$ cat src/bfba_pkg.sv
// ----------------------------------------------------------------------------
// bfba_pkg
// Shared constants, types and codes of the best-fit block allocator.
// ----------------------------------------------------------------------------
`default_nettype none

package bfba_pkg;

   localparam int MAX_BLOCKS = 16;
   localparam int SIZE_BITS  = 16;

   localparam int IDX_BITS    = (MAX_BLOCKS > 1) ? $clog2(MAX_BLOCKS) : 1;
   localparam int AMOUNT_BITS = 16;
   localparam int BLOCK_BITS  = 4;
   localparam int LEFT_BITS   = 16;
   localparam int CFG_BITS    = 5;
   localparam int CMP_BITS    = (SIZE_BITS > AMOUNT_BITS) ? SIZE_BITS : AMOUNT_BITS;

   localparam logic OP_LOAD = 1'b0;

   typedef enum logic [1:0] {
      ST_IDLE,
      ST_SCAN,
      ST_HOLD
   } state_type;

   typedef struct packed {
      logic                   valid;
      logic                   found;
      logic [IDX_BITS-1:0]    best_idx;
      logic [SIZE_BITS-1:0]   best_val;
      logic [AMOUNT_BITS-1:0] amount;
   } token_type;

   typedef struct packed {
      logic                 en;
      logic [IDX_BITS-1:0]  idx;
      logic [SIZE_BITS-1:0] data;
   } write_type;

endpackage

`default_nettype wire

$ cat src/bfba_cell.sv
// ----------------------------------------------------------------------------
// bfba_cell
// One block of the allocator: holds its free space and refines the search
// token as it passes on to the next cell.
// ----------------------------------------------------------------------------
`default_nettype none

module bfba_cell (
   input  wire logic                               clock,
   input  wire logic                               reset,
   input  wire logic [bfba_pkg::IDX_BITS-1:0]      cell_index,
   input  wire logic                               active,
   input  wire bfba_pkg::write_type                wr,
   input  wire bfba_pkg::token_type                tok_in,
   output      bfba_pkg::token_type                tok_out
);

   logic [bfba_pkg::SIZE_BITS-1:0] space_ff;
   bfba_pkg::token_type            tok_ff;
   bfba_pkg::token_type            tok_next_in;
   logic                           fits;
   logic                           better;

   always_comb begin
      fits   = active && (bfba_pkg::CMP_BITS'(space_ff) >=
                          bfba_pkg::CMP_BITS'(tok_in.amount));
      better = fits && (!tok_in.found || (space_ff < tok_in.best_val));
      tok_next_in          = tok_in;
      tok_next_in.found    = tok_in.found || better;
      tok_next_in.best_idx = better ? cell_index : tok_in.best_idx;
      tok_next_in.best_val = better ? space_ff : tok_in.best_val;
   end

   always_ff @(posedge clock) begin
      if (reset) begin
         space_ff <= '0;
         tok_ff   <= '0;
      end else begin
         if (wr.en && (wr.idx == cell_index)) begin
            space_ff <= wr.data;
         end
         tok_ff <= tok_next_in;
      end
   end

   assign tok_out = tok_ff;

endmodule

`default_nettype wire

$ cat src/bfba_ctrl.sv
// ----------------------------------------------------------------------------
// bfba_ctrl
// Sequencer of the allocator: takes items, launches the search token,
// writes back the grant and holds the result register.
// ----------------------------------------------------------------------------
`default_nettype none

module bfba_ctrl (
   input  wire logic                                 clock,
   input  wire logic                                 reset,
   input  wire logic                                 req_valid,
   output      logic                                 req_ready,
   input  wire logic                                 req_op,
   input  wire logic [3:0]                           req_block_index,
   input  wire logic [bfba_pkg::AMOUNT_BITS-1:0]     req_amount,
   output      logic                                 rsp_valid,
   input  wire logic                                 rsp_ready,
   output      logic                                 rsp_granted,
   output      logic [bfba_pkg::BLOCK_BITS-1:0]      rsp_chosen_block,
   output      logic [bfba_pkg::LEFT_BITS-1:0]       rsp_space_left,
   input  wire logic                                 csr_valid,
   output      logic                                 csr_ready,
   input  wire logic [bfba_pkg::CFG_BITS-1:0]        csr_data,
   output      logic [bfba_pkg::MAX_BLOCKS-1:0]      active,
   output      bfba_pkg::token_type                  tok_launch,
   input  wire bfba_pkg::token_type                  tok_last,
   output      bfba_pkg::write_type                  wr
);

   bfba_pkg::state_type                state_ff, state_in;
   logic [bfba_pkg::CFG_BITS-1:0]      cfg_ff;
   logic                               rsp_valid_ff;
   logic                               rsp_granted_ff;
   logic [bfba_pkg::BLOCK_BITS-1:0]    rsp_block_ff;
   logic [bfba_pkg::LEFT_BITS-1:0]     rsp_left_ff;
   logic                               res_granted_ff, res_granted_in;
   logic [bfba_pkg::BLOCK_BITS-1:0]    res_block_ff, res_block_in;
   logic [bfba_pkg::LEFT_BITS-1:0]     res_left_ff, res_left_in;
   logic                               res_load;
   logic                               rsp_load;
   logic [bfba_pkg::SIZE_BITS-1:0]     grant_left;

   assign csr_ready = 1'b1;

   always_comb begin
      for (int i = 0; i < bfba_pkg::MAX_BLOCKS; i++) begin
         active[i] = (32'(cfg_ff) > i);
      end
   end

   assign grant_left = bfba_pkg::SIZE_BITS'(bfba_pkg::CMP_BITS'(tok_last.best_val) -
                                            bfba_pkg::CMP_BITS'(tok_last.amount));

   always_comb begin
      state_in       = state_ff;
      req_ready      = 1'b0;
      tok_launch     = '0;
      wr             = '0;
      res_load       = 1'b0;
      res_granted_in = 1'b0;
      res_block_in   = '0;
      res_left_in    = '0;
      rsp_load       = 1'b0;
      case (state_ff)
         bfba_pkg::ST_IDLE: begin
            req_ready = 1'b1;
            if (req_valid) begin
               if (req_op == bfba_pkg::OP_LOAD) begin
                  wr.en    = (32'(req_block_index) < bfba_pkg::MAX_BLOCKS);
                  wr.idx   = bfba_pkg::IDX_BITS'(req_block_index);
                  wr.data  = bfba_pkg::SIZE_BITS'(req_amount);
                  res_load = 1'b1;
                  state_in = bfba_pkg::ST_HOLD;
               end else begin
                  tok_launch.valid  = 1'b1;
                  tok_launch.amount = req_amount;
                  state_in          = bfba_pkg::ST_SCAN;
               end
            end
         end
         bfba_pkg::ST_SCAN: begin
            if (tok_last.valid) begin
               res_load = 1'b1;
               if (tok_last.found) begin
                  wr.en          = 1'b1;
                  wr.idx         = tok_last.best_idx;
                  wr.data        = grant_left;
                  res_granted_in = 1'b1;
                  res_block_in   = bfba_pkg::BLOCK_BITS'(tok_last.best_idx);
                  res_left_in    = bfba_pkg::LEFT_BITS'(grant_left);
               end
               state_in = bfba_pkg::ST_HOLD;
            end
         end
         bfba_pkg::ST_HOLD: begin
            if (!rsp_valid_ff || rsp_ready) begin
               rsp_load = 1'b1;
               state_in = bfba_pkg::ST_IDLE;
            end
         end
         default: begin
            state_in = bfba_pkg::ST_IDLE;
         end
      endcase
   end

   always_ff @(posedge clock) begin
      if (reset) begin
         state_ff     <= bfba_pkg::ST_IDLE;
         cfg_ff       <= '0;
         rsp_valid_ff <= 1'b0;
      end else begin
         state_ff <= state_in;
         if (csr_valid) begin
            cfg_ff <= csr_data;
         end
         if (rsp_load) begin
            rsp_valid_ff <= 1'b1;
         end else if (rsp_ready) begin
            rsp_valid_ff <= 1'b0;
         end
      end
   end

   always_ff @(posedge clock) begin
      if (res_load) begin
         res_granted_ff <= res_granted_in;
         res_block_ff   <= res_block_in;
         res_left_ff    <= res_left_in;
      end
      if (rsp_load) begin
         rsp_granted_ff <= res_granted_ff;
         rsp_block_ff   <= res_block_ff;
         rsp_left_ff    <= res_left_ff;
      end
   end

   assign rsp_valid        = rsp_valid_ff;
   assign rsp_granted      = rsp_granted_ff;
   assign rsp_chosen_block = rsp_block_ff;
   assign rsp_space_left   = rsp_left_ff;

endmodule

`default_nettype wire

$ cat src/best_fit_block_allocator.sv
// ----------------------------------------------------------------------------
// best_fit_block_allocator
// Best-fit allocator over a row of block cells; a search token walks the row.
//
//  channel   direction   ports
//  req       in          req_valid req_ready req_op req_block_index req_amount
//  rsp       out         rsp_valid rsp_ready rsp_granted rsp_chosen_block
//                        rsp_space_left
//  csr       in          csr_valid csr_ready csr_data (blocks in use)
//
// a request's search token is launched when the request is accepted and walks the row:
// the token steps one cell per cycle, then the result register, the hold state and the output register.
// a load writes its block and goes to the hold state. one item is in flight at a time.
// reset clears every block's free space and the blocks-in-use register.
// a stalled result holds in the output register; the next item is taken
// as soon as the result is handed to it.
// ----------------------------------------------------------------------------
`default_nettype none

module best_fit_block_allocator (
   input  wire logic                                 clock,
   input  wire logic                                 reset,
   input  wire logic                                 req_valid,
   output      logic                                 req_ready,
   input  wire logic                                 req_op,
   input  wire logic [3:0]                           req_block_index,
   input  wire logic [bfba_pkg::AMOUNT_BITS-1:0]     req_amount,
   output      logic                                 rsp_valid,
   input  wire logic                                 rsp_ready,
   output      logic                                 rsp_granted,
   output      logic [bfba_pkg::BLOCK_BITS-1:0]      rsp_chosen_block,
   output      logic [bfba_pkg::LEFT_BITS-1:0]       rsp_space_left,
   input  wire logic                                 csr_valid,
   output      logic                                 csr_ready,
   input  wire logic [bfba_pkg::CFG_BITS-1:0]        csr_data
);

   logic [bfba_pkg::MAX_BLOCKS-1:0] active;
   logic [bfba_pkg::MAX_BLOCKS-1:0] tok_valid;
   bfba_pkg::token_type             chain [bfba_pkg::MAX_BLOCKS+1];
   bfba_pkg::write_type             wr;

   bfba_ctrl u_ctrl (
      .clock            (clock),
      .reset            (reset),
      .req_valid        (req_valid),
      .req_ready        (req_ready),
      .req_op           (req_op),
      .req_block_index  (req_block_index),
      .req_amount       (req_amount),
      .rsp_valid        (rsp_valid),
      .rsp_ready        (rsp_ready),
      .rsp_granted      (rsp_granted),
      .rsp_chosen_block (rsp_chosen_block),
      .rsp_space_left   (rsp_space_left),
      .csr_valid        (csr_valid),
      .csr_ready        (csr_ready),
      .csr_data         (csr_data),
      .active           (active),
      .tok_launch       (chain[0]),
      .tok_last         (chain[bfba_pkg::MAX_BLOCKS]),
      .wr               (wr)
   );

   for (genvar i = 0; i < bfba_pkg::MAX_BLOCKS; i++) begin : g_cell
      bfba_cell u_cell (
         .clock      (clock),
         .reset      (reset),
         .cell_index (bfba_pkg::IDX_BITS'(i)),
         .active     (active[i]),
         .wr         (wr),
         .tok_in     (chain[i]),
         .tok_out    (chain[i+1])
      );
      assign tok_valid[i] = chain[i+1].valid;
   end

   // at most one search in the row
   a_one_token: assert property (@(posedge clock) disable iff (reset)
      $onehot0(tok_valid))
      else $error("more than one search token in the cell row");

   // no new item while a search walks the row
   a_no_accept_in_scan: assert property (@(posedge clock) disable iff (reset)
      (tok_valid != '0) |-> !req_ready)
      else $error("item taken while a search is in flight");

   // a refused or load result carries zero fields
   a_refused_zero: assert property (@(posedge clock) disable iff (reset)
      (rsp_valid && !rsp_granted) |-> (rsp_chosen_block == '0 && rsp_space_left == '0))
      else $error("refused result with non-zero fields");

   // accepting an item closes the input until its result is out
   a_accept_closes: assert property (@(posedge clock) disable iff (reset)
      (req_valid && req_ready) |=> !req_ready)
      else $error("input still open after an item was taken");

endmodule

`default_nettype wire
$ cat config.mk
export PLATFORM = sky130hd
export DESIGN_NAME = best_fit_block_allocator
export DESIGN_NICKNAME = d
export VERILOG_FILES = /design/src/bfba_pkg.sv /design/src/bfba_cell.sv /design/src/bfba_ctrl.sv /design/src/best_fit_block_allocator.sv
export SDC_FILE = /design/constraint.sdc
export NUM_CORES = 2
export LEC_CHECK = 0
export ABC_AREA = 1
export BUFFER_PORTS_ARGS = -buffer_cell sky130_fd_sc_hd__clkbuf_2
export CORE_MARGIN = 2
export CORE_UTILIZATION = 69
export DETAILED_ROUTE_END_ITERATION = 12
export GPL_TIMING_DRIVEN = 1
export PLACE_DENSITY = 0.86
export SLEW_MARGIN = 10
export SYNTH_ARGS = -nofsm -noshare
export SYNTH_HDL_FRONTEND = slang
export SYNTH_SLANG_ARGS = --single-unit
export TNS_END_PERCENT = 1
$ cat constraint.sdc
create_clock -name clock -period 6.6 [get_ports clock]
set_clock_uncertainty 0.1 [all_clocks]
set_input_delay 1.32 -clock clock [delete_from_list [all_inputs] [get_ports clock]]
set_output_delay 1.32 -clock clock [all_outputs]
set_load 0.1 [all_outputs]
Word-level counts from Yosys, hierarchy flattened
Cells that the tools add are included.
{"block": "totals", "register_bits": 907, "input_bits": 31, "output_inout_bits": 24, "word_cells": 357}
{"block": "classes", "addsub": 1, "magnitude_cmp": 47, "n_eq_ne": 20, "mux": 54, "bitwise_logic": 3, "n_reduce_logical": 115}
{"operator": "$mux W16", "n": 18}
{"operator": "$ge A16 B16 Y1", "n": 16}
{"operator": "$lt A16 B16 Y1", "n": 15}
{"operator": "$mux W21", "n": 4}
{"operator": "$logic_and A1 B1 Y1", "n": 47}
{"operator": "$pmux W21 S2", "n": 1}
{"operator": "$gt A5 B4 Y1 const B", "n": 8}
{"operator": "$eq A4 B4 Y1 const B", "n": 8}
{"operator": "$mux W4", "n": 8}
{"operator": "$logic_or A1 B1 Y1", "n": 31}
{"operator": "$reduce_or A2 Y1", "n": 14}
{"operator": "$gt A5 B3 Y1 const B", "n": 4}
{"operator": "$eq A4 B3 Y1 const B", "n": 4}
{"operator": "$logic_not A1 Y1", "n": 16}
{"operator": "$sub A16 B16 Y16", "n": 1}
{"operator": "$mux W2", "n": 6}
{"operator": "$mux W3", "n": 4}
{"operator": "$mux W1", "n": 11}
{"operator": "$gt A5 B1 Y1 const B", "n": 2}
{"operator": "$gt A5 B2 Y1 const B", "n": 2}
{"operator": "$eq A4 B2 Y1 const B", "n": 2}
{"operator": "$pmux W2 S3", "n": 1}
{"operator": "$reduce_and A3 Y1", "n": 2}
{"operator": "$eq A4 B1 Y1 const B", "n": 1}
{"operator": "other kinds (11)", "n": 14}

Logic depth before layout (Yosys ltp)
{"block": "depth", "ltp_word": 7, "depth_mapped": 17, "ltp_nobuf": 16}

Modules after synthesis
From an unflattened synthesis, not the netlist that was laid out.
{"block": "unflattened", "hier_cells": 6287, "area_unflattened_um2": 46963.8}
{"module": "bfba_cell", "instances": 16, "cells_each": 365, "area_each_um2": 2718.9, "seq_area_each_um2": 1081.0}
{"module": "bfba_ctrl", "instances": 1, "cells_each": 445, "area_each_um2": 3454.6, "seq_area_each_um2": 1421.4}
{"module": "best_fit_block_allocator", "instances": 1, "cells_each": 2, "area_each_um2": 7.5, "seq_area_each_um2": 0.0}

Least setup slack after synthesis
OpenSTA, ideal clock, no wires.
{"block": "synth_path", "kind": "reg2reg", "from": "register u_ctrl.state_ff[1]", "to": "register g_cell[0].u_cell.tok_ff, in the netlist g_cell[0].u_cell.tok_out[36]", "setup_ps": 126, "arrival_time_ps": 3380, "required_ps": 6374, "setup_slack_ps": 2994, "stages_incl_launch_ff": 16, "n_path_buf": 2, "period_less_slack_ps": 3606, "cell_sequence": "dfxtp_1 -> nor2_2 -> nand3_1 -> inv_1 -> clkbuf_1 -> nand2_1 -> ha_1 -> a21oi_1 -> o21ai_0 -> nand2_1 -> o211ai_1 -> nand2_1 -> nand3_1 -> nand3_1 -> clkbuf_1 -> inv_1"}
{"block": "synth_via", "elab_chain_cells": 4}
{"element": "start: declaration", "line": "bfba_ctrl.sv:30", "text": "bfba_pkg::state_type state_ff, state_in;"}
{"element": "start signal: assignment", "line": "bfba_ctrl.sv:109", "text": "state_ff <= bfba_pkg::ST_IDLE;"}
{"element": "start signal: assignment", "line": "bfba_ctrl.sv:113", "text": "state_ff <= state_in;"}
{"element": "$logic_not A2 Y1", "line": "bfba_ctrl.sv:64", "text": "case (state_ff)"}
{"element": "$mux W16", "line": "bfba_ctrl.sv:64"}
{"element": "$ge A16 B16 Y1", "line": "bfba_cell.sv:25", "text": "fits = active && (bfba_pkg::CMP_BITS'(space_ff) >="}
{"element": "$logic_and A1 B1 Y1", "line": "bfba_cell.sv:25"}
{"element": "end signal: assignment", "line": "bfba_cell.sv:42", "text": "tok_ff <= tok_next_in;"}
{"element": "end: declaration", "line": "bfba_cell.sv:19", "text": "bfba_pkg::token_type tok_ff;"}
Every way passes these cells.
A chain may end at the register's enable or synchronous reset.

Final worst setup path
{"block": "layout_path", "from": "input port req_op", "to": "register g_cell[0].u_cell.tok_ff, in the netlist g_cell[0].u_cell.tok_out[23]"}
{"block": "layout_via", "elab_chain_cells": 7}
{"element": "start: declaration", "line": "best_fit_block_allocator.sv:25", "text": "input wire logic req_op,"}
{"element": "$mux W16", "line": "bfba_ctrl.sv:68", "text": "if (req_op == bfba_pkg::OP_LOAD) begin"}
{"element": "$mux W16", "line": "bfba_ctrl.sv:67", "text": "if (req_valid) begin"}
{"element": "$mux W16", "line": "bfba_ctrl.sv:64"}
{"element": "$ge A16 B16 Y1", "line": "bfba_cell.sv:25"}
{"element": "$logic_and A1 B1 Y1", "line": "bfba_cell.sv:25"}
{"element": "$not A1 Y1 (no source line)"}
{"element": "$reduce_or A2 Y1 (no source line)"}
Every way passes these cells.

==> impl_metrics.env <==
export IMPL_outcome="complete, no violations"
export IMPL_wl_per_cell_um=17.14
export IMPL_diodes=0
export IMPL_drc=0
export IMPL_p_per_area_nw_per_um2=277.8
export IMPL_drtIter0Drc=3865
export IMPL_worstPathCellList="clkbuf_2, nand3_1, inv_1, nand2_1, ha_1, nand2_1, inv_1, nand3_1, nor3_1, nand3_1, nand3_1, nand3_1, nor2_1"
export IMPL_fin_util_pct=75.19
export IMPL_switching_power_w=0.003795
export IMPL_seqPwrFrac_pct=44.2
export IMPL_cts_max_level=3
export IMPL_slowest_delay_ns=0.48
export IMPL_cts_sinks=899
export IMPL_synth_top_cell_area_share_pct=38.47
export IMPL_criticalPathCategory="in2reg"
export IMPL_hold_buffers=0
export IMPL_design_area_sq_um=48290
export IMPL_swShare_pct=28.29
export IMPL_place_gp_congestion=0.9287
export IMPL_setup_violations=0
export IMPL_crit_fanout=17
export IMPL_worstReg2RegEnd="g_cell[0].u_cell.tok_out[23]"
export IMPL_grt_total_usage_pct=35.27
export IMPL_cp_data_required_time_ns=7.06
export IMPL_synth_compound_area_share_pct=10.64
export IMPL_ctsRootBufferMaster="clkbuf_16"
export IMPL_yosysTopAreaCell="dfxtp_1"
export IMPL_min_period_ns=3.553
export IMPL_antenna_found_initial=1
export IMPL_hpwl_um=79780
export IMPL_drive_above_1_share_pct=4.795
export IMPL_setup_tns_ns=0
export IMPL_yosysSeqAreaShare_pct=41.30
export IMPL_clkTransAtPathRegs_ns=0.06
export IMPL_fp_dieH_um=258.2
export IMPL_cts_tree="yes"
export IMPL_arrival_ns=4.01
export IMPL_finalWirelength_um=118300
export IMPL_synth_top_family_by_area="simple AND/OR/NAND/NOR gates"
export IMPL_postCtsSetupBuffers=0
export IMPL_io_pins=55
export IMPL_end_kind="register"
export IMPL_vias=38970
export IMPL_worst_pin_slew_ns=1.366
export IMPL_finalPower_w=0.01342
export IMPL_dp_cells=6738
export IMPL_overflow=0
export IMPL_fill_cells=4576
export IMPL_core_rowCount=93
export IMPL_fin_crit_sh_pct=53.83
export IMPL_yosys_warnings=0
export IMPL_start_util_pct=69.43
export IMPL_die_width_um=258.2
export IMPL_synth_fa_ha_area_share_pct=13.96
export IMPL_p_comb_share_pct=14.9
export IMPL_p_leak_nw=23.46
export IMPL_ys_flop_type="dfxtp_1"
export IMPL_fin_nets=6504
export IMPL_layout_common_cells="inv_1 (1,125), nand2_1 (1,022), dfxtp_1 (857)"
export IMPL_worstSetupStartpointType="primary input"
export IMPL_crit_buf_inv=3
export IMPL_cap_violations=0
export IMPL_core_sq_um=64230
export IMPL_crit_path_end="g_cell[0].u_cell.tok_out[23]"
export IMPL_p_int_w=0.009621
export IMPL_max_slew_margin_rel_pct=8.961
export IMPL_clockBufferDepth=3
export IMPL_port_buffers=53
export IMPL_synth_area_sq_um=44600
export IMPL_p_clk_share_pct=40.9
export IMPL_layout_commonest_cell="inv_1"
export IMPL_max_freq_mhz=281.5
export IMPL_synth_edff_count=42
export IMPL_cp_depth=13
export IMPL_area_delta_synth_final_pct=8.287
export IMPL_grt_pass1_vias=37680
export IMPL_synthMuxAreaShare_pct=0
export IMPL_r2r_start="u_ctrl.state_ff[1]"
export IMPL_vias_per_cell=5.645
export IMPL_cpMostUsedCell="nand3_1"
export IMPL_regArea_sq_um=18420
export IMPL_fp_dieArea_sq_um=66690
export IMPL_firstDrtPassIters=7
export IMPL_synthSimpleGateAreaFrac_pct=21.87
export IMPL_slew_viol_final=0
export IMPL_final_cells=6903
export IMPL_reg2regPathDepth=13
export IMPL_yosysUniqueCellTypes=46
export IMPL_dpl_instance_area_sq_um=45110
export IMPL_synth_xor_area_share_pct=0.07855
export IMPL_synth_area_leaders="dfxtp_1 (38%), ha_1 (14%), inv_1 (9.5%)"
export IMPL_crit_family="simple AND/OR/NAND/NOR gates"
export IMPL_cts_buffers=91
export IMPL_crit_path_top_delay_cell="nand3_1"
export IMPL_clkLatencyLatePin_ns=0.66
export IMPL_ant_nets=0
export IMPL_holdCritPathClass="reg2reg"
export IMPL_ys_ff_latch=899
export IMPL_async_reset_ff_share_pct=0
export IMPL_finalHoldViolCount=0
export IMPL_irDropWorstVdd_v=0.0002518
export IMPL_synth_net_count=6574
export IMPL_min_path_cells=2
export IMPL_grt_pass1_wl_um=189700
export IMPL_avgSynthCellArea_sq_um=7.376
export IMPL_reg2reg_setup_slack_ns=3.28
export IMPL_cts_resized=0
export IMPL_rsz0062_at_grt="no"
export IMPL_grt_max_degree=183
export IMPL_synthCells=6046
export IMPL_multiInputGateArea_sq_um=20810
export IMPL_cp_startpoint="req_op"
==> layer usage <==
layer  vias to the layer above  GRT usage [%]  routed length, um
met3                       415          6.064              10080
li1                      18880              -                  -
met4                         0          19.86               6742
met2                      1703          59.39              55410
met1                     17970          42.87              46110
met5                         -              0                  0
==> worst min path at each step <==
stage	from	end	slack, ns
after floorplan	g_cell[9].u_cell.tok_out[37]	g_cell[10].u_cell.tok_out[37]	0.29
after CTS	g_cell[8].u_cell.tok_out[37]	g_cell[9].u_cell.tok_out[37]	0.30
after global placement	g_cell[14].u_cell.tok_out[37]	g_cell[15].u_cell.tok_out[37]	0.29
after global routing	u_ctrl.res_left_ff[1]	u_ctrl.rsp_space_left[1]	0.32
final	g_cell[14].u_cell.tok_out[37]	g_cell[15].u_cell.tok_out[37]	0.30
after detailed placement	g_cell[14].u_cell.tok_out[37]	g_cell[15].u_cell.tok_out[37]	0.29
==> final cells by class <==
cell class	instances	share of cell area [%]
clock buffers	118	5.288
clock inverters	47	1.298
inverters	1153	8.977
multi-input cells	3752	43.09
flip-flops and latches	899	38.14
well taps	855	2.215
repair buffers	79	1.000
==> sequential cells by signal, summed over array words and instances (netlist names), 2 cells and up <==
register and flops:
u_ctrl.res_left_ff 16, u_ctrl.rsp_chosen_block 4, u_ctrl.res_block_ff 4, u_ctrl.cfg_ff 5
u_ctrl.rsp_space_left 16, u_ctrl.state_ff 2, g_cell.u_cell.tok_out 593, g_cell.u_cell.space_ff 256
==> power by group through the flow <==
stage / clock network [W] / logic [W] / registers, W
after global routing: 0.00574 / 0.00226 / 0.00595
final: 0.00549 / 0.00200 / 0.00593
after detailed placement: 0 / 0.00191 / 0.00604
after CTS: 0.00550 / 0.00195 / 0.00592
after global placement: 0 / 0.00183 / 0.00604
after floorplan: 0 / 0.00146 / 0.00599
==> synthesized netlist by cell type, types with 13 or more instances <==
cell type	n
nor3_1	44
o21bai_1	15
buf_6	16
buf_2	23
edfxtp_1	42
clkinv_1	15
ha_1	496
buf_1	27
o21ai_1	23
nand2_4	13
inv_2	13
a21oi_1	651
nor2_1	746
nand3_1	436
clkbuf_1	170
nand2_1	1022
dfxtp_1	857
o21a_1	20
nand4_1	53
inv_1	1125
o21ai_0	178
==> cells by family after synthesis <==
logic type      after synthesis
simple gates               2338
buf+inv                    1395
compound gates              912
flops                       899
fa+ha+maj                   497
xor+xnor                      4
other cells                   1
==> per-stage QoR <==
step,setup slack (ns),hold slack [ns]
6_report,3.047,0.3024
5_1_grt,2.824,0.3226
4_1_cts,3.191,0.3002
3_5_place_dp,2.606,0.2927
3_3_place_gp,2.783,0.2899
2_1_floorplan,2.994,0.2883
==> worst register-to-register path, stage by stage (launching register included) <==
cell     delay, ns
dfxtp_1       0.36
nor2_2        0.18
nand3_1       0.22
inv_1         0.41
nand2_1       0.17
ha_1          0.34
nand2_1       0.07
inv_1         0.05
nand3_1       0.09
nor3_1        0.20
nand3_1       0.11
nand3_1       0.10
nand3_1       0.48
nor2_1        0.34
Power figures use the tool's default switching activity.
